### src/sv/pba_pkg.sv
// ----------------------------------------------------------------------------
// pba_pkg
// Types, widths, constants and the arctangent table of the bearing unit.
// ----------------------------------------------------------------------------
`default_nettype none

package pba_pkg;

   localparam int COORD_WIDTH    = 24;
   localparam int ROTATION_STEPS = 16;

   localparam int GUARD     = 8;
   localparam int TABLE_LEN = 24;
   localparam int STEP_W    = $clog2(TABLE_LEN);

   // CORDIC x and y: magnitude of the difference, guard bits, gain headroom, sign.
   localparam int XW      = COORD_WIDTH + GUARD + 3;
   // Angle accumulator in Q.24 radians.
   localparam int ZW      = 28;
   localparam int DIST_W  = 25;
   localparam int BEAR_W  = 16;
   localparam int MAG_W   = COORD_WIDTH + 1;
   localparam int GAIN_W  = 30;
   localparam int LO_W    = 16;
   localparam int HI_W    = XW - 1 - LO_W;

   localparam logic [GAIN_W-1:0]       INV_GAIN_Q30 = GAIN_W'(652032874);
   localparam logic signed [ZW-1:0]    PI_Q24       = ZW'(52707179);
   localparam logic signed [BEAR_W-1:0] PI_Q13      = BEAR_W'(25736);
   localparam logic signed [BEAR_W-1:0] HALF_PI_Q13 = BEAR_W'(12868);
   localparam logic [DIST_W-1:0]       DIST_MAX     = {DIST_W{1'b1}};

   typedef struct packed {
      logic signed [XW-1:0]     x;
      logic signed [XW-1:0]     y;
      logic signed [ZW-1:0]     z;
      logic                     special;
      logic [DIST_W-1:0]        spec_dist;
      logic signed [BEAR_W-1:0] spec_bear;
   } pba_vec_type;

   // atan(2^-i) in Q.24 radians, rounded.
   function automatic logic signed [ZW-1:0] atan_q24(input logic [STEP_W-1:0] idx);
      logic signed [ZW-1:0] a;
      unique case (idx)
         5'd0:  a = ZW'(13176795);
         5'd1:  a = ZW'(7778716);
         5'd2:  a = ZW'(4110060);
         5'd3:  a = ZW'(2086331);
         5'd4:  a = ZW'(1047214);
         5'd5:  a = ZW'(524117);
         5'd6:  a = ZW'(262123);
         5'd7:  a = ZW'(131069);
         5'd8:  a = ZW'(65536);
         5'd9:  a = ZW'(32768);
         5'd10: a = ZW'(16384);
         5'd11: a = ZW'(8192);
         5'd12: a = ZW'(4096);
         5'd13: a = ZW'(2048);
         5'd14: a = ZW'(1024);
         5'd15: a = ZW'(512);
         5'd16: a = ZW'(256);
         5'd17: a = ZW'(128);
         5'd18: a = ZW'(64);
         5'd19: a = ZW'(32);
         5'd20: a = ZW'(16);
         5'd21: a = ZW'(8);
         5'd22: a = ZW'(4);
         5'd23: a = ZW'(2);
         default: a = '0;
      endcase
      return a;
   endfunction

endpackage

`default_nettype wire

### src/sv/pba_scale.sv
// ----------------------------------------------------------------------------
// pba_scale
// Removes the CORDIC gain from the magnitude, rounds and wraps the angle and
// holds the response register.
// ----------------------------------------------------------------------------
`default_nettype none

module pba_scale (
   input  wire logic                                  clock,
   input  wire logic                                  reset,
   input  wire logic                                  in_valid,
   output logic                                       in_ready,
   input  wire pba_pkg::pba_vec_type                  in_data,
   output logic                                       rsp_valid,
   input  wire logic                                  rsp_ready,
   output logic [pba_pkg::DIST_W-1:0]                 rsp_distance,
   output logic signed [pba_pkg::BEAR_W-1:0]          rsp_bearing
);
   import pba_pkg::*;

   localparam int T_W   = HI_W + GAIN_W;
   localparam int U_W   = LO_W + GAIN_W;
   localparam int S_W   = T_W + 1;
   localparam int D_W   = S_W - 22;
   localparam int CMP_W = (D_W > DIST_W) ? D_W : DIST_W;

   localparam logic signed [ZW-1:0] BEAR_RND   = ZW'(1024);
   localparam logic signed [ZW-1:0] PI_Z       = ZW'(25736);
   localparam logic signed [ZW-1:0] TWO_PI_Z   = ZW'(51472);
   localparam logic [S_W-1:0]       DIST_RND   = S_W'(2 ** 21);

   // Multiply stage
   logic [XW-2:0]            x_pos;
   logic [T_W-1:0]           t_in, t_ff;
   logic [U_W-1:0]           u_in, u_ff;
   logic signed [ZW-1:0]     z_rnd;
   logic signed [BEAR_W-1:0] bear_in, bear_ff;
   logic                     special_ff;
   logic [DIST_W-1:0]        spec_dist_ff;
   logic                     mul_valid_ff;
   logic                     mul_ready;

   // Response stage
   logic [S_W-1:0]           sum;
   logic [D_W-1:0]           dist_raw;
   logic [DIST_W-1:0]        dist_in, dist_ff;
   logic signed [BEAR_W-1:0] bearing_ff;
   logic                     valid_ff;

   always_comb begin
      x_pos = in_data.x[XW-1] ? '0 : in_data.x[XW-2:0];
      t_in  = T_W'(x_pos[XW-2:LO_W]) * T_W'(INV_GAIN_Q30);
      u_in  = U_W'(x_pos[LO_W-1:0]) * U_W'(INV_GAIN_Q30);

      z_rnd = (in_data.z + BEAR_RND) >>> 11;
      priority if (in_data.special) begin
         bear_in = in_data.spec_bear;
      end else if (z_rnd > PI_Z) begin
         bear_in = BEAR_W'(z_rnd - TWO_PI_Z);
      end else if (z_rnd <= -PI_Z) begin
         bear_in = BEAR_W'(z_rnd + TWO_PI_Z);
      end else begin
         bear_in = BEAR_W'(z_rnd);
      end
   end

   assign in_ready  = !mul_valid_ff || mul_ready;
   assign mul_ready = !valid_ff || rsp_ready;

   always_ff @(posedge clock) begin
      if (reset) begin
         mul_valid_ff <= 1'b0;
      end else if (in_ready) begin
         mul_valid_ff <= in_valid;
      end
   end

   always_ff @(posedge clock) begin
      if (in_ready && in_valid) begin
         t_ff         <= t_in;
         u_ff         <= u_in;
         bear_ff      <= bear_in;
         special_ff   <= in_data.special;
         spec_dist_ff <= in_data.spec_dist;
      end
   end

   always_comb begin
      sum      = S_W'(t_ff) + S_W'(u_ff[U_W-1:LO_W]) + DIST_RND;
      dist_raw = sum[S_W-1:22];
      priority if (special_ff) begin
         dist_in = spec_dist_ff;
      end else if (CMP_W'(dist_raw) > CMP_W'(DIST_MAX)) begin
         dist_in = DIST_MAX;
      end else begin
         dist_in = DIST_W'(dist_raw);
      end
   end

   always_ff @(posedge clock) begin
      if (reset) begin
         valid_ff <= 1'b0;
      end else if (mul_ready) begin
         valid_ff <= mul_valid_ff;
      end
   end

   always_ff @(posedge clock) begin
      if (mul_ready && mul_valid_ff) begin
         dist_ff    <= dist_in;
         bearing_ff <= bear_ff;
      end
   end

   assign rsp_valid    = valid_ff;
   assign rsp_distance = dist_ff;
   assign rsp_bearing  = bearing_ff;

endmodule

`default_nettype wire

### config.mk
export PLATFORM = sky130hd
export DESIGN_NAME = pba_scale
export DESIGN_NICKNAME = d
export VERILOG_FILES = /design/src/sv/pba_pkg.sv /design/src/sv/pba_scale.sv
export SDC_FILE = /design/constraint.sdc
export NUM_CORES = 1
export LEC_CHECK = 0
export BUFFER_PORTS_ARGS = -buffer_cell sky130_fd_sc_hd__buf_2
export CAP_MARGIN = 10
export CORE_ASPECT_RATIO = 2
export CORE_UTILIZATION = 50
export CTS_CLUSTER_DIAMETER = 200
export DETAILED_ROUTE_END_ITERATION = 7
export GPL_TIMING_DRIVEN = 0
export PLACE_DENSITY = 0.73
export SYNTH_ARGS = -nofsm -noshare
export SYNTH_HDL_FRONTEND = slang
export SYNTH_SLANG_ARGS = --single-unit
### constraint.sdc
create_clock -name clock -period 11.7 [get_ports clock]
set_input_delay 2.34 -clock clock [delete_from_list [all_inputs] [get_ports clock]]
set_output_delay 2.34 -clock clock [all_outputs]
set_load 0.02 [all_outputs]
==> flow_metrics.tcl <==
set metrics [dict create \
    finalHoldViolations 0 \
    p_sw_share_pct 52.1 \
    finalCriticalPeriod_ns 10.80 \
    clk_latency_ns 0.45 \
    finClkSkew_ns 0.0134 \
    overflow 0 \
    synth_compound_area_share_pct 10.2 \
    fin_cells 3354 \
    muxShareOfSynthArea_pct 0.468 \
    num_rows 117 \
    drt_iter0_drc 1079 \
    ioPinCount 187 \
    clock_sinks 161 \
    internal_power_uw 4080 \
    p_seq_share_pct 13.4 \
    critical_path_class "input port to register" \
    place_hpwl_um 62300 \
    h-tree-depth 4 \
    synth_seq_area_share_pct 18.8 \
    worstHoldPathType "register to register" \
    synth_simple_gate_area_share_pct 8.16 \
    nets 3586 \
    dominantRegCellSynth "edfxtp_1" \
    placedCellCount 3322 \
    rsz0062_at_grt "no" \
    required_ns 11.90 \
    start_util_pct 50.5 \
    ir_drop_mv 0.318 \
    gp_congestion 1.06 \
    outcome "finished clean" \
    setup_tns_ns 0 \
    vias_per_cell 5.60 \
    core-area_mm2 0.0508 \
    fin_crit_sh_pct 92.3 \
    die_h_um 322 \
    n_antenna_cell 0 \
    finalPower_uw 8520 \
    grt_pass1_vias 21003 \
    fp.dieW_um 162 \
    dp_slack_ns 0.603 \
    pwr-share-clk_pct 6.8 \
    powerDensity_mw_per_mm2 307 \
    multi_input_area_mm2 0.0182 \
    syn2layout_area_growth_pct 8.36 \
    numCtsBuffers 17 \
    clk_path_buf_depth 2 \
    via_count 18781 \
    cts_resized 0 \
    max_slew_margin_pct 17.6 \
    syn_area_per_cell_um2 10.1 \
    grt_use_total_pct 29.7 \
    synth_edf_count 159 \
    cts_root_buf "clkbuf_16" \
    clk_pin_slew_ns 0.07 \
    p_leak_uw 0.0142 \
    fill_cells 4416 \
    ff_latch_area_mm2 0.00481 \
    worstPathMaxFanout 10 \
    cts_tree "yes" \
    syn-num-nets 3435 \
    report.final.slew_viol_count 0 \
    wire_per_inst_um 21.9 \
    grt_pass1_wl_um 114000 \
    synthesis.area_mm2 0.0256 \
    finalSetupViolCount 0 \
    drive_gt1_share_pct 7.63 \
    drt.antenna.violating_nets 0 \
    setup_ws_ns 0.904 \
    endpoint_kind "register" \
    async_flop_share_pct 0 \
    wl_um 73300 \
    cap_violations 0 \
    synth_top_area_share_pct 29.9 \
    synthAdderAreaFrac_pct 48.1 \
    start_kind "input port" \
    port_buffers 130 \
    grt_max_degree 75 \
    synth.distinct_cells 80 \
    ys_warn_count 0 \
    synth_top_family_by_area "adder cells" \
    cp.arrival_ns 10.99 \
    drt_first_pass_iters 6 \
    drc_errors 0 \
    synth_area_leaders "fa_1 30%, edfxtp_1 19%, ha_1 18%" \
    comb_power_share_pct 79.8 \
    antenna_found_initial 2 \
    post_cts_buffers 0 \
    yosysTopAreaCell "fa_1" \
    synth_xor_area_share_pct 4.03 \
    fmax_mhz 92.6 \
    postSynthCellCount 2536 \
    power.switching_uw 4440 \
    die_area_mm2 0.0523 \
    hold_buffers 0 \
    worst_slew_pin_slew_ns 1.24 \
    ys_ff_latch 161 \
]
[placed cells by master (no fill, tap or decap), types with 13 or more instances in the layout]
cell | synthesis | routed
a21o_1 | 50 | 50
a21oi_1 | 97 | 97
a2bb2oi_1 | 20 | 20
a31oi_1 | 18 | 18
and3_1 | 20 | 20
buf_2 | 5 | 135
clkbuf_1 | 29 | 29
clkbuf_16 | 0 | 17
edfxtp_1 | 159 | 159
fa_1 | 383 | 383
ha_1 | 372 | 372
inv_1 | 667 | 667
nand2_1 | 78 | 78
nand2b_1 | 36 | 36
nand3_1 | 29 | 29
nand4_1 | 23 | 23
nor2_1 | 102 | 102
nor2b_1 | 38 | 37
nor3_1 | 21 | 21
o21a_1 | 19 | 19
o21ai_0 | 52 | 52
o21bai_1 | 13 | 13
xnor2_1 | 76 | 76
xor2_1 | 42 | 42
[sequential cells by signal (all words and copies together), names as in the netlist]
signal / flops
bear_ff: 16
rsp_distance: 25
t_ff: 47
special_ff: 1
mul_valid_ff: 1
spec_dist_ff: 25
rsp_valid: 1
rsp_bearing: 16
u_ff: 29
[area by class of cell]
type                       instances  share of cell area (%)
multi-input combinational       1670                    65.4
sequential                       161                    17.3
inverter                         667                    9.01
tap                              654                    2.94
timing repair buffer             132                    2.51
clock buffer                      17                    1.53
clock inverter                    15                   0.689
buffer                            38                   0.554
[power by group through the flow]
stage / sequential (uW) / combinational, uW / clock, uW
6_report: 1140 / 6800 / 581
5_1_grt: 1150 / 7560 / 609
3_3_place_gp: 1150 / 6430 / 0
2_1_floorplan: 1140 / 4750 / 0
4_1_cts: 1140 / 6700 / 592
3_5_place_dp: 1150 / 6630 / 0
[worst paths after layout]
check                             start                          to  slack, ns  depth (start not counted)
setup / recovery           in_data[139]          u_ff[43]$_DFFE_PP_       0.90                         25
hold / removal    bear_ff[14]$_DFFE_PP_   rsp_bearing[14]$_DFFE_PP_       0.42                          0
setup reg to reg      t_ff[3]$_DFFE_PP_  rsp_distance[13]$_DFFE_PP_       6.96                         12
hold reg to reg   bear_ff[14]$_DFFE_PP_   rsp_bearing[14]$_DFFE_PP_       0.42                          0
[kinds of logic (layout without fill, tap and decap cells)]
family / Yosys count / after routing
buf+inv: 705 / 869
xor+xnor: 118 / 118
fa+ha+maj: 755 / 755
mux: 11 / 11
flops: 161 / 161
simple gates: 406 / 406
compound gates: 380 / 380
[critical path: stages]
cell	delay (ns)
buf_2	0.11
clkbuf_1	0.61
clkbuf_1	0.95
nand2b_1	0.25
inv_1	0.23
ha_1	0.48
inv_1	0.12
fa_1	0.76
inv_1	0.13
fa_1	0.54
fa_1	0.52
fa_1	0.56
inv_1	0.06
fa_1	0.54
inv_1	0.04
ha_1	0.23
nor2_1	0.29
nand3_1	0.12
a41o_1	0.28
a21boi_1	0.37
o221a_2	0.32
o41a_1	0.24
o221ai_1	0.32
a311oi_1	0.43
xnor2_1	0.11
[Yosys cell counts (5+ instances only)]
library cell / instances
a2111oi_0: 5
a211oi_1: 7
a21boi_0: 7
a21o_1: 50
a21oi_1: 97
a2bb2oi_1: 20
a311oi_1: 6
a31oi_1: 18
and2_1: 13
and3_1: 20
and4_1: 5
buf_2: 5
clkbuf_1: 29
edfxtp_1: 159
fa_1: 383
ha_1: 372
inv_1: 667
mux2_2: 7
nand2_1: 78
nand2b_1: 36
nand3_1: 29
nand4_1: 23
nor2_1: 102
nor2b_1: 38
nor3_1: 21
nor4_1: 6
o211ai_1: 9
o21a_1: 19
o21ai_0: 52
o21bai_1: 13
o311ai_0: 5
o31a_1: 5
o31ai_1: 6
or2_2: 11
or4_1: 6
xnor2_1: 76
xor2_1: 42
[per-layer routing]
layer,vias to the layer above,wire length [um],share of wire [%],track usage [%]
met5,-,43,0.059,0.663
met2,703,39700,54,55.6
met1,9209,22500,31,26.7
li1,8550,-,-,-
met3,317,3200,4.4,4.19
met4,2,7910,11,28.2
[metrics by stage]
| stage | utilization (%) | hold slack (ns) | cell area (um2) |
|---|---|---|---|
| floorplan | - | 0.400 | 25600 |
| CTS | 54.7 | 0.422 | 27800 |
| finish | 54.7 | 0.420 | 27800 |
| detailed placement | 53.5 | 0.407 | 27200 |
| global placement | 53.4 | 0.404 | 27100 |
| global route | 54.7 | 0.429 | 27800 |
No activity file was read; power rests on OpenSTA's default activity.
