**config.mk**
```make
export PLATFORM = sky130hd
export DESIGN_NAME = pba_cell
export DESIGN_NICKNAME = d
export VERILOG_FILES = /design/src/sv/pba_pkg.sv /design/src/sv/pba_cell.sv
export SDC_FILE = /design/constraint.sdc
export NUM_CORES = 1
export LEC_CHECK = 0
export BUFFER_PORTS_ARGS = -buffer_cell sky130_fd_sc_hd__buf_2
export CAP_MARGIN = 20
export CORE_MARGIN = 2
export CORE_UTILIZATION = 50
export CTS_BUF_LIST = sky130_fd_sc_hd__clkbuf_8
export DETAILED_ROUTE_END_ITERATION = 8
export PLACE_DENSITY_LB_ADDON = 0.2
export SLEW_MARGIN = 25
export SYNTH_ARGS = -nofsm -noshare
export SYNTH_HDL_FRONTEND = slang
export SYNTH_SLANG_ARGS = --single-unit
```
**constraint.sdc**
```tcl
create_clock -name clock -period 8.8 [get_ports clock]
set_input_delay 1.76 -clock clock [delete_from_list [all_inputs] [get_ports clock]]
set_output_delay 1.76 -clock clock [all_outputs]
set_load 0.1 [all_outputs]
```
**src/sv/pba_pkg.sv**
```systemverilog
// ----------------------------------------------------------------------------
// pba_pkg
// Types, widths, constants and the arctangent table of the bearing unit.
// ----------------------------------------------------------------------------
`default_nettype none

package pba_pkg;

   localparam int COORD_WIDTH    = 24;
   localparam int ROTATION_STEPS = 16;

   localparam int GUARD     = 8;
   localparam int TABLE_LEN = 24;
   localparam int STEP_W    = $clog2(TABLE_LEN);

   // CORDIC x and y: magnitude of the difference, guard bits, gain headroom, sign.
   localparam int XW      = COORD_WIDTH + GUARD + 3;
   // Angle accumulator in Q.24 radians.
   localparam int ZW      = 28;
   localparam int DIST_W  = 25;
   localparam int BEAR_W  = 16;
   localparam int MAG_W   = COORD_WIDTH + 1;
   localparam int GAIN_W  = 30;
   localparam int LO_W    = 16;
   localparam int HI_W    = XW - 1 - LO_W;

   localparam logic [GAIN_W-1:0]       INV_GAIN_Q30 = GAIN_W'(652032874);
   localparam logic signed [ZW-1:0]    PI_Q24       = ZW'(52707179);
   localparam logic signed [BEAR_W-1:0] PI_Q13      = BEAR_W'(25736);
   localparam logic signed [BEAR_W-1:0] HALF_PI_Q13 = BEAR_W'(12868);
   localparam logic [DIST_W-1:0]       DIST_MAX     = {DIST_W{1'b1}};

   typedef struct packed {
      logic signed [XW-1:0]     x;
      logic signed [XW-1:0]     y;
      logic signed [ZW-1:0]     z;
      logic                     special;
      logic [DIST_W-1:0]        spec_dist;
      logic signed [BEAR_W-1:0] spec_bear;
   } pba_vec_type;

   // atan(2^-i) in Q.24 radians, rounded.
   function automatic logic signed [ZW-1:0] atan_q24(input logic [STEP_W-1:0] idx);
      logic signed [ZW-1:0] a;
      unique case (idx)
         5'd0:  a = ZW'(13176795);
         5'd1:  a = ZW'(7778716);
         5'd2:  a = ZW'(4110060);
         5'd3:  a = ZW'(2086331);
         5'd4:  a = ZW'(1047214);
         5'd5:  a = ZW'(524117);
         5'd6:  a = ZW'(262123);
         5'd7:  a = ZW'(131069);
         5'd8:  a = ZW'(65536);
         5'd9:  a = ZW'(32768);
         5'd10: a = ZW'(16384);
         5'd11: a = ZW'(8192);
         5'd12: a = ZW'(4096);
         5'd13: a = ZW'(2048);
         5'd14: a = ZW'(1024);
         5'd15: a = ZW'(512);
         5'd16: a = ZW'(256);
         5'd17: a = ZW'(128);
         5'd18: a = ZW'(64);
         5'd19: a = ZW'(32);
         5'd20: a = ZW'(16);
         5'd21: a = ZW'(8);
         5'd22: a = ZW'(4);
         5'd23: a = ZW'(2);
         default: a = '0;
      endcase
      return a;
   endfunction

endpackage

`default_nettype wire

```
**src/sv/pba_cell.sv**
```systemverilog
// ----------------------------------------------------------------------------
// pba_cell
// One vectoring micro-rotation of the CORDIC chain with its stage register.
// ----------------------------------------------------------------------------
`default_nettype none

module pba_cell (
   input  wire logic                          clock,
   input  wire logic                          reset,
   input  wire logic [pba_pkg::STEP_W-1:0]    step,
   input  wire logic                          in_valid,
   output logic                               in_ready,
   input  wire pba_pkg::pba_vec_type          in_data,
   output logic                               out_valid,
   input  wire logic                          out_ready,
   output pba_pkg::pba_vec_type               out_data
);
   import pba_pkg::*;

   logic signed [XW-1:0] xs, ys;
   logic signed [ZW-1:0] angle;
   pba_vec_type          vec_in;
   pba_vec_type          vec_ff;
   logic                 valid_ff;

   always_comb begin
      xs     = in_data.x >>> step;
      ys     = in_data.y >>> step;
      angle  = atan_q24(step);
      vec_in = in_data;
      // Rotate toward the x axis: the sign of y picks the direction.
      if (!in_data.y[XW-1]) begin
         vec_in.x = in_data.x + ys;
         vec_in.y = in_data.y - xs;
         vec_in.z = in_data.z + angle;
      end else begin
         vec_in.x = in_data.x - ys;
         vec_in.y = in_data.y + xs;
         vec_in.z = in_data.z - angle;
      end
   end

   assign in_ready  = !valid_ff || out_ready;
   assign out_valid = valid_ff;
   assign out_data  = vec_ff;

   always_ff @(posedge clock) begin
      if (reset) begin
         valid_ff <= 1'b0;
      end else if (in_ready) begin
         valid_ff <= in_valid;
      end
   end

   always_ff @(posedge clock) begin
      if (in_ready && in_valid) begin
         vec_ff <= vec_in;
      end
   end

endmodule

`default_nettype wire

```
==> results of run 1 <==
-- power by group through the flow --
stage	clock network [mW]	logic, mW	registers [mW]
finish	0.601	2.25	0.933
global route	0.637	2.38	0.944
CTS	0.613	2.23	0.934
detailed placement	0	2.22	0.949
global placement	0	2.20	0.946
floorplan	0	0.974	1.76
-- cells by family after synthesis --
group           after synthesis
compound gates              532
flops                       141
simple gates                483
buf+inv                     150
fa+ha+maj                   107
mux                         179
xor+xnor                    151
-- cell usage after synthesis, drive strengths merged, types with 10 or more instances --
cell type  number
a211o          11
a211oi         29
a21o           34
a21oi         149
a22o           10
a22oi          15
a31oi          28
and2           15
buf            50
clkbuf         48
edfxtp        140
ha            104
inv            51
mux2           28
mux2i          61
mux4           90
nand2         132
nand2b         25
nand3          26
nand4          14
nor2          143
nor2b          31
nor3           36
o211ai         15
o21a           23
o21ai          98
o21bai         10
o22ai          20
or2            15
xnor2          98
xor2           53
-- layer usage --
layer | routed length, um | part of all wire, %
met1 | 24100 | 42
met4 | 1960 | 3.4
met2 | 25400 | 44
met3 | 6030 | 10
met5 | 0 | 0
-- final cells by class --
type                    instances  area [um^2]
repair buffers                334         1850
fillers                      2993        13700
flip-flops and latches        141         4220
clock inverters                14          194
inverters                      52          195
multi-input cells            1452        11600
clock buffers                  17          234
well taps                     442          553
-- worst max-delay path, cell delays in order --
cell and delay (ps):
buf_6 660, buf_12 300, mux4_2 530, mux2_1 360
and2_1 190, nor4_1 650, nand4_1 300, nor3_1 450
a21oi_1 160, xnor2_1 310, ha_1 370, nor2b_1 160
o21ai_0 250, a21oi_1 170, a41oi_1 320, o31ai_1 160
o21ai_0 330, a21oi_1 160, o311ai_0 470
-- worst max path at each step --
stage                  from                       to  depth (start not counted)
global route        step[0]   out_data[98]$_DFFE_PP_                         20
finish              step[0]  out_data[132]$_DFFE_PP_                         19
CTS                 step[0]  out_data[132]$_DFFE_PP_                         20
detailed placement  step[0]   out_data[98]$_DFFE_PP_                         21
global placement    step[0]  out_data[132]$_DFFE_PP_                         20
floorplan           step[0]  out_data[103]$_DFFE_PP_                         26
-- through the flow --
stage,area [um^2],setup WS (ps),hold WS (ps),utilization (%)
2_1_floorplan,16500,1320,1730,-
3_3_place_gp,18400,553,496,56.6
3_5_place_dp,18400,572,514,56.6
4_1_cts,18800,1030,528,57.9
5_1_grt,18800,418,579,57.9
6_report,18800,922,518,57.9
-- flip-flops by register name (all words and copies together) (netlist names) --
signal,count
out_valid,1
out_data,140
==> impl_metrics.tcl, run 1 <==
set metrics [dict create \
    via_per_inst 6.46 \
    cap_violations 0 \
    met2_usage_pct 50.9 \
    hp-class "reg2reg" \
    holdPathStages 2 \
    final_common_cell "buf_2" \
    power_leakage_nw 7.69 \
    maxSlewViolCount 0 \
    postCtsHoldBufs 0 \
    fin_tns_setup_ps 0 \
    synth.area.mux_share_pct 18.2 \
    r2r_setup_slack_ps 6270 \
    seqPwrFrac_pct 24.6 \
    fmax_mhz 127 \
    crit_path_start_kind "primary input" \
    synth_top_cell_by_area "edfxtp_1" \
    worstPathArrival_ps 8110 \
    worstSkewPairLatency_ps 480 \
    drtIter0Drc 1822 \
    clock_skew_ps 18.3 \
    grt-ovfl-total 0 \
    synthArstFlopShare_pct 0 \
    htree_levels 4 \
    p_switching_mw 1.95 \
    relSlewSlack_pct 33.2 \
    synthesis.nets 1999 \
    switching_share_pct 51.4 \
    drive_above_1_share_pct 24.9 \
    place.gp.congestion 1.01 \
    synth_xor_area_share_pct 8.00 \
    synth-edff-count 140 \
    ys_top_cells_by_area "edfxtp_1 25%, mux4_2 10%, ha_1 7.9%, xnor2_1 5.2%, a21oi_1 4.5%" \
    firstDrtPassIters 7 \
    p_int_mw 1.84 \
    hp-start "out_valid$_SDFFE_PP0N_" \
    power_mw 3.79 \
    grt.total_usage_pct 32.8 \
    hold_end "out_valid$_SDFFE_PP0N_" \
    power.clock.fraction_pct 15.9 \
    setup_viol 0 \
    syn_to_final_growth_pct 13.9 \
    layout.nets 2254 \
    cts.path.max_buffers 2 \
    dp_cells 2421 \
    place.detailed.hpwl_mm 43.3 \
    yosys_warnings 0 \
    status "finished clean" \
    die_w_um 186 \
    ant_nets 0 \
    initial_core_util_pct 50.8 \
    r2r_start "out_valid$_SDFFE_PP0N_" \
    powerDensity_nw_per_um2 201 \
    cp_max_fo 79 \
    hold_violations 0 \
    cts_root_buffer "clkbuf_8" \
    cts_sinks 141 \
    drt_wl_total_mm 57.4 \
    yosys.area_share.simple_pct 14.4 \
    port_buffers 290 \
    grt_util_met1_pct 45.0 \
    vias 15838 \
    period_share_pct 89.5 \
    synth_compound_area_share_pct 21.2 \
    route.detailed.drc 0 \
    yosysSeqAreaShare_pct 25.6 \
    fin_crit_ps 7880 \
    rows 66 \
    ys.flop_type "edfxtp_1" \
    path_clk_slew_ps 100 \
    cp-end-kind "flop" \
    antenna_found_initial 0 \
    r2r-end "out_data[100]$_DFFE_PP_" \
    cts_setup_buffers 0 \
    die-area_um2 34500 \
    cts_resized 0 \
    layout.cells.non_filler 2452 \
    synth_top_cell_area_share_pct 25.4 \
    cts_buffers 17 \
    tightest_slew_ps 1000 \
    syn_area_per_cell_um2 9.48 \
    ir_worst_vdd_v 0.000130 \
    die_y_um 186 \
    grt.busiest_layer "met2" \
    reg2reg_depth 3 \
    grt_pass1_vias 14700 \
    antenna_cells 0 \
    cts_tree "built" \
    wl_per_cell_um 23.4 \
    p_comb_share_pct 59.5 \
    final_cell_mix "288 x buf_2, 148 x a21oi_1, 143 x nor2_1" \
    use_met3_pct 6.79 \
    synth_top_family_by_area "compound AO/OA/AOI/OAI gates" \
    core_region_area_um2 32500 \
    netlist_area_um2 16500 \
    synth.distinct_cells 98 \
    grt_pass1_wl_mm 86.1 \
    ioPinCount 291 \
    synth_fa_ha_area_share_pct 8.23 \
    critical_path_class "in2reg" \
    netlist_instances 1743 \
    rsz0062_at_grt "false" \
    postSynthRegisterBits 141 \
    grt_max_degree 80 \
    crit_required_ps 9030 \
]
Note: power is estimated with default switching activity, not from simulation.
==> run 2, diff against run 1 <==
--- a/config.mk
+++ b/config.mk
@@ -11,7 +11,7 @@
 export CORE_UTILIZATION = 50
 export CTS_BUF_LIST = sky130_fd_sc_hd__clkbuf_8
 export DETAILED_ROUTE_END_ITERATION = 8
-export PLACE_DENSITY_LB_ADDON = 0.2
+export PLACE_DENSITY = 0.73
 export SLEW_MARGIN = 25
 export SYNTH_ARGS = -nofsm -noshare
 export SYNTH_HDL_FRONTEND = slang
==> impl_metrics.tcl, run 2 (same netlist as run 1, synthesis figures left out) <==
set metrics [dict create \
    htree_levels 4 \
    die_y_um 186 \
    drive_above_1_share_pct 25.1 \
    vias 16111 \
    period_share_pct 89.5 \
    power_leakage_nw 7.72 \
    rsz0062_at_grt "false" \
    final_cell_mix "288 x buf_2, 148 x a21oi_1, 143 x nor2_1" \
    final_common_cell "buf_2" \
    ir_worst_vdd_v 0.000132 \
    ioPinCount 291 \
    layout.nets 2259 \
    die_w_um 186 \
    initial_core_util_pct 50.8 \
    seqPwrFrac_pct 24.6 \
    grt.total_usage_pct 34.5 \
    n_fill_cell 2959 \
    setup_viol 0 \
    clock_skew_ps 17.3 \
    core_region_area_um2 32500 \
    grt_max_degree 74 \
    dr_wl_met3_mm 6.61 \
    place.gp.congestion 0.989 \
    fin_tns_setup_ps 0 \
    antenna_found_initial 0 \
    syn_to_final_growth_pct 14.1 \
    status "finished clean" \
    grt-ovfl-total 0 \
    wl_met2_mm 27.0 \
    p_switching_mw 1.96 \
    cp_max_fo 63 \
    cts_resized 0 \
    place.detailed.hpwl_mm 45.9 \
    relSlewSlack_pct 33.8 \
    grt_pass1_vias 14942 \
    post-place-ws_ps 614 \
    hold_violations 0 \
    path_clk_slew_ps 80 \
    fmax_mhz 127 \
    top_layer "met4" \
    worstPathArrival_ps 8120 \
    cts_sinks 141 \
    p_int_mw 1.84 \
    place_area_um2 18400 \
    maxSlewViolCount 0 \
    worstSkewPairLatency_ps 510 \
    p_comb_share_pct 59.8 \
    critical_path_class "in2reg" \
    setup_ws_ps 927 \
    cts_setup_buffers 0 \
    largest_reg_flops 140 \
    cts_tree "built" \
    grt_pass1_wl_mm 89.6 \
    tightest_slew_ps 984 \
    power.clock.fraction_pct 15.7 \
    wl_met1_mm 24.8 \
    powerDensity_nw_per_um2 202 \
    via_per_inst 6.55 \
    crit_required_ps 9050 \
    wl_per_cell_um 24.6 \
    cp-end-kind "flop" \
    crit_path_start_kind "primary input" \
    final_design_area_no_fill_um2 18900 \
    ant_nets 0 \
    switching_share_pct 51.6 \
    drt_wl_total_mm 60.4 \
    port_buffers 290 \
    fin_crit_ps 7870 \
    postCtsHoldBufs 0 \
    die-area_um2 34500 \
    route.detailed.drc 0 \
    cap_violations 0 \
    cts.path.max_buffers 2 \
    hp-class "reg2reg" \
    rows 66 \
    firstDrtPassIters 5 \
    drtIter0Drc 1682 \
    cts_buffers 17 \
    cts_root_buffer "clkbuf_8" \
    antenna_cells 0 \
]
## run 2: final timing paths
check	from	end	slack, ps	depth (start not counted)
max	step[0]	out_data[98]$_DFFE_PP_	930	22
min	out_valid$_SDFFE_PP0N_	out_valid$_SDFFE_PP0N_	550	2
max reg2reg	out_valid$_SDFFE_PP0N_	out_data[123]$_DFFE_PP_	6360	3
min reg2reg	out_valid$_SDFFE_PP0N_	out_valid$_SDFFE_PP0N_	550	2
## run 2: area by class of cell
cell class,instances,area [um^2],area share [%]
clock buffer,17,234,1.24
clock inverter,15,196,1.04
inverter,52,195,1.03
multi-input combinational,1452,11600,61.4
sequential,141,4220,22.4
tap,442,553,2.93
timing repair buffer,339,1880,9.96
## run 2: per-stage QoR
step | hold WS [ps] | total power [mW] | utilization (%) | cells
2_1_floorplan | 1730 | 2.74 | - | 1743
3_3_place_gp | 497 | 3.17 | 56.6 | 2426
3_5_place_dp | 541 | 3.19 | 56.6 | 2426
4_1_cts | 555 | 3.79 | 58.0 | 2458
5_1_grt | 596 | 3.98 | 58.0 | 2458
6_report | 547 | 3.81 | 58.0 | 2458
## run 2: per-layer routing
layer	vias to the layer above	track usage (%)
met5	-	0
met4	0	12.8
met3	140	8.08
met2	952	54.4
met1	7770	46.2
li1	7249	-
## run 2: critical path, cell delays in order
cell	delay (ps)
buf_6	540
mux4_2	600
mux2i_1	330
a221oi_1	220
o21ai_0	590
ha_1	280
and3_1	240
nor3b_1	230
buf_4	180
and2_1	170
a21oi_1	90
xnor2_1	160
ha_1	240
a21oi_1	190
o21ai_0	160
a2111oi_0	780
a21oi_1	220
a21oi_1	220
o21bai_1	110
a2111oi_0	490
nor2_1	100
xor2_1	150
## run 2: power groups by stage
stage                     clock network (mW)  registers (mW)  logic [mW]
after floorplan                            0            1.76       0.974
after global placement                     0           0.948        2.22
after detailed placement                   0           0.952        2.24
after CTS                              0.606           0.937        2.25
after global routing                   0.633           0.947        2.40
final                                  0.597           0.936        2.28
