--- src/sv/pba_pkg.sv ---
// ----------------------------------------------------------------------------
// pba_pkg
// Types, widths, constants and the arctangent table of the bearing unit.
// ----------------------------------------------------------------------------
`default_nettype none

package pba_pkg;

   localparam int COORD_WIDTH    = 24;
   localparam int ROTATION_STEPS = 16;

   localparam int GUARD     = 8;
   localparam int TABLE_LEN = 24;
   localparam int STEP_W    = $clog2(TABLE_LEN);

   // CORDIC x and y: magnitude of the difference, guard bits, gain headroom, sign.
   localparam int XW      = COORD_WIDTH + GUARD + 3;
   // Angle accumulator in Q.24 radians.
   localparam int ZW      = 28;
   localparam int DIST_W  = 25;
   localparam int BEAR_W  = 16;
   localparam int MAG_W   = COORD_WIDTH + 1;
   localparam int GAIN_W  = 30;
   localparam int LO_W    = 16;
   localparam int HI_W    = XW - 1 - LO_W;

   localparam logic [GAIN_W-1:0]       INV_GAIN_Q30 = GAIN_W'(652032874);
   localparam logic signed [ZW-1:0]    PI_Q24       = ZW'(52707179);
   localparam logic signed [BEAR_W-1:0] PI_Q13      = BEAR_W'(25736);
   localparam logic signed [BEAR_W-1:0] HALF_PI_Q13 = BEAR_W'(12868);
   localparam logic [DIST_W-1:0]       DIST_MAX     = {DIST_W{1'b1}};

   typedef struct packed {
      logic signed [XW-1:0]     x;
      logic signed [XW-1:0]     y;
      logic signed [ZW-1:0]     z;
      logic                     special;
      logic [DIST_W-1:0]        spec_dist;
      logic signed [BEAR_W-1:0] spec_bear;
   } pba_vec_type;

   // atan(2^-i) in Q.24 radians, rounded.
   function automatic logic signed [ZW-1:0] atan_q24(input logic [STEP_W-1:0] idx);
      logic signed [ZW-1:0] a;
      unique case (idx)
         5'd0:  a = ZW'(13176795);
         5'd1:  a = ZW'(7778716);
         5'd2:  a = ZW'(4110060);
         5'd3:  a = ZW'(2086331);
         5'd4:  a = ZW'(1047214);
         5'd5:  a = ZW'(524117);
         5'd6:  a = ZW'(262123);
         5'd7:  a = ZW'(131069);
         5'd8:  a = ZW'(65536);
         5'd9:  a = ZW'(32768);
         5'd10: a = ZW'(16384);
         5'd11: a = ZW'(8192);
         5'd12: a = ZW'(4096);
         5'd13: a = ZW'(2048);
         5'd14: a = ZW'(1024);
         5'd15: a = ZW'(512);
         5'd16: a = ZW'(256);
         5'd17: a = ZW'(128);
         5'd18: a = ZW'(64);
         5'd19: a = ZW'(32);
         5'd20: a = ZW'(16);
         5'd21: a = ZW'(8);
         5'd22: a = ZW'(4);
         5'd23: a = ZW'(2);
         default: a = '0;
      endcase
      return a;
   endfunction

endpackage

`default_nettype wire

--- src/sv/pba_entry.sv ---
// ----------------------------------------------------------------------------
// pba_entry
// Forms the difference vector, folds it into the right half plane and
// resolves the axis-aligned cases, whose results bypass the rotation chain.
// ----------------------------------------------------------------------------
`default_nettype none

module pba_entry (
   input  wire logic                                   clock,
   input  wire logic                                   reset,
   input  wire logic                                   in_valid,
   output logic                                        in_ready,
   input  wire logic signed [pba_pkg::COORD_WIDTH-1:0] from_x,
   input  wire logic signed [pba_pkg::COORD_WIDTH-1:0] from_y,
   input  wire logic signed [pba_pkg::COORD_WIDTH-1:0] to_x,
   input  wire logic signed [pba_pkg::COORD_WIDTH-1:0] to_y,
   output logic                                        out_valid,
   input  wire logic                                   out_ready,
   output pba_pkg::pba_vec_type                        out_data
);
   import pba_pkg::*;

   localparam int CMP_W = (MAG_W > DIST_W) ? MAG_W : DIST_W;

   logic signed [MAG_W-1:0] dx, dy;
   logic [MAG_W-1:0]        dx_mag, dy_mag, axis_mag;
   logic                    dx_neg, dy_neg, dx_zero, dy_zero;
   logic signed [XW-1:0]    y_mag_ext;
   pba_vec_type             vec_in;
   pba_vec_type             vec_ff;
   logic                    valid_ff;

   always_comb begin
      dx      = {to_x[COORD_WIDTH-1], to_x} - {from_x[COORD_WIDTH-1], from_x};
      dy      = {to_y[COORD_WIDTH-1], to_y} - {from_y[COORD_WIDTH-1], from_y};
      dx_neg  = dx[MAG_W-1];
      dy_neg  = dy[MAG_W-1];
      dx_zero = (dx == '0);
      dy_zero = (dy == '0);
      dx_mag  = dx_neg ? MAG_W'(-dx) : MAG_W'(dx);
      dy_mag  = dy_neg ? MAG_W'(-dy) : MAG_W'(dy);

      // Left half plane vectors are mirrored through the origin and the
      // accumulator starts at plus or minus pi.
      vec_in.x  = signed'(XW'({dx_mag, {GUARD{1'b0}}}));
      y_mag_ext = signed'(XW'({dy_mag, {GUARD{1'b0}}}));
      vec_in.y  = (dy_neg ^ dx_neg) ? -y_mag_ext : y_mag_ext;
      if (dx_neg) begin
         vec_in.z = dy_neg ? -PI_Q24 : PI_Q24;
      end else begin
         vec_in.z = '0;
      end

      vec_in.special = dx_zero || dy_zero;
      axis_mag       = dx_zero ? dy_mag : dx_mag;
      if (CMP_W'(axis_mag) > CMP_W'(DIST_MAX)) begin
         vec_in.spec_dist = DIST_MAX;
      end else begin
         vec_in.spec_dist = DIST_W'(axis_mag);
      end
      priority if (dx_zero && dy_zero) begin
         vec_in.spec_bear = '0;
      end else if (dx_zero) begin
         vec_in.spec_bear = dy_neg ? -HALF_PI_Q13 : HALF_PI_Q13;
      end else begin
         vec_in.spec_bear = dx_neg ? PI_Q13 : '0;
      end
   end

   assign in_ready  = !valid_ff || out_ready;
   assign out_valid = valid_ff;
   assign out_data  = vec_ff;

   always_ff @(posedge clock) begin
      if (reset) begin
         valid_ff <= 1'b0;
      end else if (in_ready) begin
         valid_ff <= in_valid;
      end
   end

   always_ff @(posedge clock) begin
      if (in_ready && in_valid) begin
         vec_ff <= vec_in;
      end
   end

endmodule

`default_nettype wire

--- config.mk ---
export PLATFORM = sky130hd
export DESIGN_NAME = pba_entry
export DESIGN_NICKNAME = d
export VERILOG_FILES = /design/src/sv/pba_pkg.sv /design/src/sv/pba_entry.sv
export SDC_FILE = /design/constraint.sdc
export NUM_CORES = 1
export LEC_CHECK = 0
export BUFFER_PORTS_ARGS = -buffer_cell sky130_fd_sc_hd__buf_4
export CELL_PAD_IN_SITES_DETAIL_PLACEMENT = 1
export CELL_PAD_IN_SITES_GLOBAL_PLACEMENT = 1
export CORE_MARGIN = 2
export CORE_UTILIZATION = 40
export CTS_CLUSTER_DIAMETER = 50
export DETAILED_ROUTE_END_ITERATION = 8
export HOLD_SLACK_MARGIN = 0.06
export MAX_ROUTING_LAYER = met4
export PLACE_DENSITY_LB_ADDON = 0.1
export SLEW_MARGIN = 30
export SYNTH_ARGS = -nofsm -noshare
export SYNTH_HDL_FRONTEND = slang
export SYNTH_SLANG_ARGS = --single-unit
--- constraint.sdc ---
create_clock -name clock -period 4.79 [get_ports clock]
set_input_delay 0.479 -clock clock [delete_from_list [all_inputs] [get_ports clock]]
set_output_delay 0.479 -clock clock [all_outputs]
set_load 0.01 [all_outputs]
==> results of run 1 <==
-- area by class of cell --
type / instances / share of cell area, %
multi-input cells: 764 / 50.11
flip-flops and latches: 87 / 23.64
repair buffers: 258 / 17.59
well taps: 280 / 3.182
inverters: 75 / 2.557
clock buffers: 9 / 2.046
clock inverters: 7 / 0.8751
-- final timing paths --
check,to,slack [ns],cells past startpoint
setup / recovery,out_data[102],0.39,14
setup reg to reg,out_data[79],2.81,3
hold / removal,out_valid,0.29,2
hold reg to reg,out_valid,0.54,2
-- routing by layer --
layer / share of wire [%] / GRT usage (%) / vias to the layer above
met3: 4.7 / 3.289 / 14
met4: 0.49 / 2.293 / 0
met1: 47 / 32.11 / 3993
li1: - / - / 3993
met2: 48 / 37.99 / 211
met5: 0 / - / -
-- layout by cell type (no fill, tap or decap), types with 6 or more instances in the layout --
master / count
nand2_1: 50
clkbuf_16: 9
inv_1: 74
a31oi_1: 12
o21ai_0: 29
xnor2_1: 55
nand3_1: 24
xor2_1: 39
mux2i_1: 8
nor2_1: 72
conb_1: 20
ha_1: 51
and2_1: 15
nand2b_1: 12
o21ai_1: 7
a211oi_1: 15
buf_4: 258
nand4_1: 17
and3_1: 11
a21o_1: 30
or3_1: 7
o211ai_1: 14
nor4_1: 8
nor2b_1: 8
nor3_1: 22
edfxtp_1: 86
a21oi_1: 70
o21a_1: 14
o21bai_1: 26
nand3b_1: 6
-- stage by stage --
| step | hold slack [ns] | util [%] | setup WS [ns] | power (uW) | instance area, sq um |
|---|---|---|---|---|---|
| 3_5_place_dp | 0.5527 | 48.97 | 0.04542 | 2989 | 10690 |
| 5_1_grt | 0.2801 | 50.45 | 0.1053 | 3968 | 11010 |
| 6_report | 0.2884 | 50.45 | 0.3897 | 3745 | 11010 |
| 4_1_cts | 0.2781 | 50.45 | 0.4171 | 3768 | 11010 |
| 3_3_place_gp | 0.5266 | 48.94 | 0.2336 | 2952 | 10680 |
| 2_1_floorplan | 0.5481 | - | 0.5740 | 2305 | 8961 |
-- sequential cells by signal, indices dropped and copies added, names as in the netlist --
name and flops:
out_data 86, out_valid 1
-- logic make-up after synthesis --
group / count (synthesis) / share of synthesized area, %
AOI/OAI and AO/OA: 286 / 23.42
xor gates and xnor gates: 100 / 10.40
adders and majority gates: 53 / 7.628
buffers and inverters: 163 / 9.585
DFF: 87 / 29.28
muxes: 11 / 1.309
other: 1 / 0.04218
and+or+nand+nor: 294 / 18.34
-- critical path: stages --
cell      delay, ns
buf_4          0.07
inv_1          0.03
ha_1           0.39
and2_4         0.19
a311oi_4       0.44
a211oi_2       0.25
or3_1          0.47
a211oi_4       0.36
and3b_1        0.47
mux2i_1        0.18
o32ai_4        0.31
nand4_2        0.18
o32ai_1        0.27
or3b_1         0.39
-- power breakdown --
group / total, uW / internal (uW) / switching (uW) / leakage [uW]
Combinational: 1830 / 791 / 1040 / 0.00379
Clock: 760 / 458 / 302 / 0.000150
Sequential: 1160 / 1070 / 82.1 / 0.000843
==> impl_metrics.yaml, run 1 <==
die:
  die_x_um: 153.1
  die_area_sq_mm: 0.02343
  dieHeight_um: 153.1
  pin_count: 242
  core_area_sq_mm: 0.02182
  initial_core_util_pct: 40.74
  core.rowCount: 54
global_routing:
  track_usage_pct: 23.33
  antenna_found_initial: 0
  first_global_vias: 8186
  grt-ovfl-total: 0
  grt_start_max_net_pins: 54
  grt_pass1_wl_um: 43590
sta:
  fin_crit_sh_pct: 91.86
  setup_tns_ns: 0
  fmax_ghz: 0.2273
  setup_viol: 0
  timing.final.hold_violations: 0
  finalClockSkew_ns: 0.004499
  slew_violations: 0
  grt_setup_unrepaired: "false"
  tightest_slew_ns: 0.8331
  fin_crit_ns: 4.400
  slew_headroom_pct: 43.88
setup_path:
  worstPathArrival_ns: 4.48
  rr_startpoint: "out_valid"
  end_kind: "register"
  crit_type: "in2reg"
  start_kind: "input pin"
  cp.required_ns: 4.87
  critPathMaxFanout: 10
  cp-startpoint: "from_y[4]"
detailed_routing:
  viasPerCell: 5.548
  vias: 8211
  totalWireLength_um: 27100
  firstDrtPassIters: 4
  ant_nets: 0
  routedWlPerCell_um: 18.31
  drt-initial-drc-count: 387
  drc: 0
clock_network:
  cts_tree: "built"
  cts_root_buf: "clkbuf_16"
  clkSlewWorstSetupHoldPaths_ns: 0.07
  postCtsResizedCells: 0
  cts_hold_buffers: 0
  numCtsBuffers: 9
  clockBufferDepth: 2
  htree_levels: 3
  post_cts_buffers: 0
  clock_sinks: 87
  clk_latency_ns: 0.34
placed_design:
  place.gp.congestion: 0.8704
  placedCellCount: 1464
  io_buffers: 221
  detailed_place_hpwl_um: 22050
outcome:
  status: "finished clean"
synthesis:
  synth_edf_count: 86
  yosysMostFrequentCell: "edfxtp_1"
  syn_area_per_cell_sq_um: 8.934
  ys_async_sr_fraction_pct: 0
  ys_warn_count: 0
  synth_largest_type_area_fraction_pct: 29.05
  syn-cell-area_sq_mm: 0.008890
  ys.flop_type: "edfxtp_1"
  synth_area_leaders: "edfxtp_1, ha_1, xnor2_1"
  synthTopCellsByCount: "edfxtp_1, inv_1, nor2_1, a21oi_1, xnor2_1"
  synth_top_area_cell: "edfxtp_1"
  synth_cell_types: 104
  seq_area_frac_synth_pct: 29.28
  synth_cells: 995
  ys_ff_latch: 87
hold_path:
  min-delay-start: "reset"
  hp-class: "in2reg"
job:
  maxCapViolCount: 0
cells_and_area:
  nets: 1348
  fin_cells: 1480
  drive_gt1_share_pct: 26.67
  area_delta_synth_final_pct: 23.84
  seq_area_sq_mm: 0.002603
  multi_input_area_sq_mm: 0.005517
  n_fill_cell: 2623
  antenna_cells: 0
pwr:
  power.density_mw_per_mm2: 340.2
  power_leakage_uw: 0.004785
  ir_drop_v: 0.0002657
No activity file was read; power rests on OpenSTA's default activity.
==> inputs of run 2 (changes only) <==
Settings changed: CORE_MARGIN 2 to unset.
==> impl_metrics.yaml, run 2 (synthesized netlist as in run 1, its figures left out) <==
outcome:
  status: "finished clean"
clock_network:
  htree_levels: 3
  postCtsResizedCells: 0
  clk_latency_ns: 0.34
  post_cts_buffers: 0
  cts_hold_buffers: 0
  clkSlewWorstSetupHoldPaths_ns: 0.06
  clockBufferDepth: 2
  clock_sinks: 87
  cts_tree: "built"
  cts_root_buf: "clkbuf_16"
  numCtsBuffers: 9
global_routing:
  grt_start_max_net_pins: 45
  antenna_found_initial: 0
  grt-ovfl-total: 0
  first_global_vias: 7866
  track_usage_pct: 24.29
  grt_pass1_wl_um: 42220
setup_path:
  critPathMaxFanout: 5
  worstPathArrival_ns: 4.39
  r2r_cells: 3
  start_kind: "input pin"
  end_kind: "register"
  crit_type: "in2reg"
  cp.required_ns: 4.88
pwr:
  ir_drop_v: 0.0002823
  power.density_mw_per_mm2: 331.9
  power_leakage_uw: 0.004790
sta:
  setup_tns_ns: 0
  fin_crit_sh_pct: 89.92
  tightest_slew_ns: 0.6530
  fin_crit_ns: 4.307
  setup_viol: 0
  grt_setup_unrepaired: "false"
  timing.final.hold_violations: 0
  fmax_ghz: 0.2322
  slew_headroom_pct: 56.01
  slew_violations: 0
  finalClockSkew_ns: 0.004202
detailed_routing:
  totalWireLength_um: 26790
  drc: 0
  ant_nets: 0
  firstDrtPassIters: 5
  viasPerCell: 5.493
  drt-initial-drc-count: 372
  routedWlPerCell_um: 18.03
  vias: 8162
cells_and_area:
  final_cell_mix: "buf_4, edfxtp_1, inv_1"
  largest_reg_flops: 86
  nets: 1354
  area_delta_synth_final_pct: 23.81
  antenna_cells: 0
  drive_gt1_share_pct: 27.03
  mostFrequentLayoutCell: "buf_4"
  finish.utilization_pct: 50.44
die:
  die_x_um: 151.1
  pin_count: 242
  core.rowCount: 54
  dieHeight_um: 151.1
  core_area_sq_mm: 0.02182
  initial_core_util_pct: 40.74
  die_area_sq_mm: 0.02283
placed_design:
  io_buffers: 221
  detailed_place_hpwl_um: 22010
  place.gp.congestion: 0.8900
hold_path:
  hp-class: "in2reg"
  hold_depth: 2
job:
  maxCapViolCount: 0
-- run 2: cell types whose count changed in the layout (fill, tap and decap cells not counted) --
cell / before / now
bufinv_16: 2 / 0
buf_4: 258 / 264
clkinv_2: 0 / 1
clkinvlp_4: 2 / 3
-- run 2: worst paths after layout --
check | start | end | slack (ns)
min reg2reg | out_valid | out_valid | 0.55
max | from_y[0] | out_data[102] | 0.48
max reg2reg | out_valid | out_data[120] | 2.84
min | reset | out_valid | 0.29
-- run 2: area by class of cell --
type | count | area, sq um
fillers | 2598 | 10820
inverters | 75 | 281.5
clock inverters | 7 | 48.80
well taps | 280 | 350.3
clock buffers | 9 | 225.2
flip-flops and latches | 87 | 2603
multi-input cells | 764 | 5517
repair buffers | 264 | 1982
-- run 2: metal layers --
layer  vias up  global-route usage [%]  share of wire [%]
li1       3997                       -                  -
met1      3937                   33.66                 48
met2       217                   39.15                 47
met3        11                   2.861                4.8
met4         0                   2.600               0.49
met5         -                       -                  0
-- run 2: report_power, final --
part           switching (uW)  internal, uW
Clock                     300           351
Combinational            1050           800
Sequential               77.7          1070
-- run 2: critical path, stage by stage --
cell,delay (ns)
buf_4,0.11
ha_1,0.21
fa_1,0.44
and2b_1,0.34
o2111ai_1,0.21
and2_1,0.27
o211ai_1,0.27
a21oi_1,0.20
buf_4,0.19
a211oi_1,0.32
a2bb2oi_1,0.19
nor4b_4,0.37
nand4_2,0.18
o32ai_1,0.25
or3b_1,0.37
-- run 2: metrics by stage --
| step | hold WS (ns) | worst slack (ns) | area [sq um] | std cells | power (uW) |
|---|---|---|---|---|---|
| after floorplan | 0.5481 | 0.5740 | 8961 | 1014 | 2305 |
| after global routing | 0.2872 | 0.1896 | 11010 | 1486 | 3876 |
| final | 0.2919 | 0.4826 | 11010 | 1486 | 3653 |
| after global placement | 0.5362 | 0.2740 | 10730 | 1470 | 2970 |
| after detailed placement | 0.5550 | 0.1688 | 10730 | 1470 | 3000 |
| after CTS | 0.2800 | 0.5336 | 11000 | 1486 | 3673 |
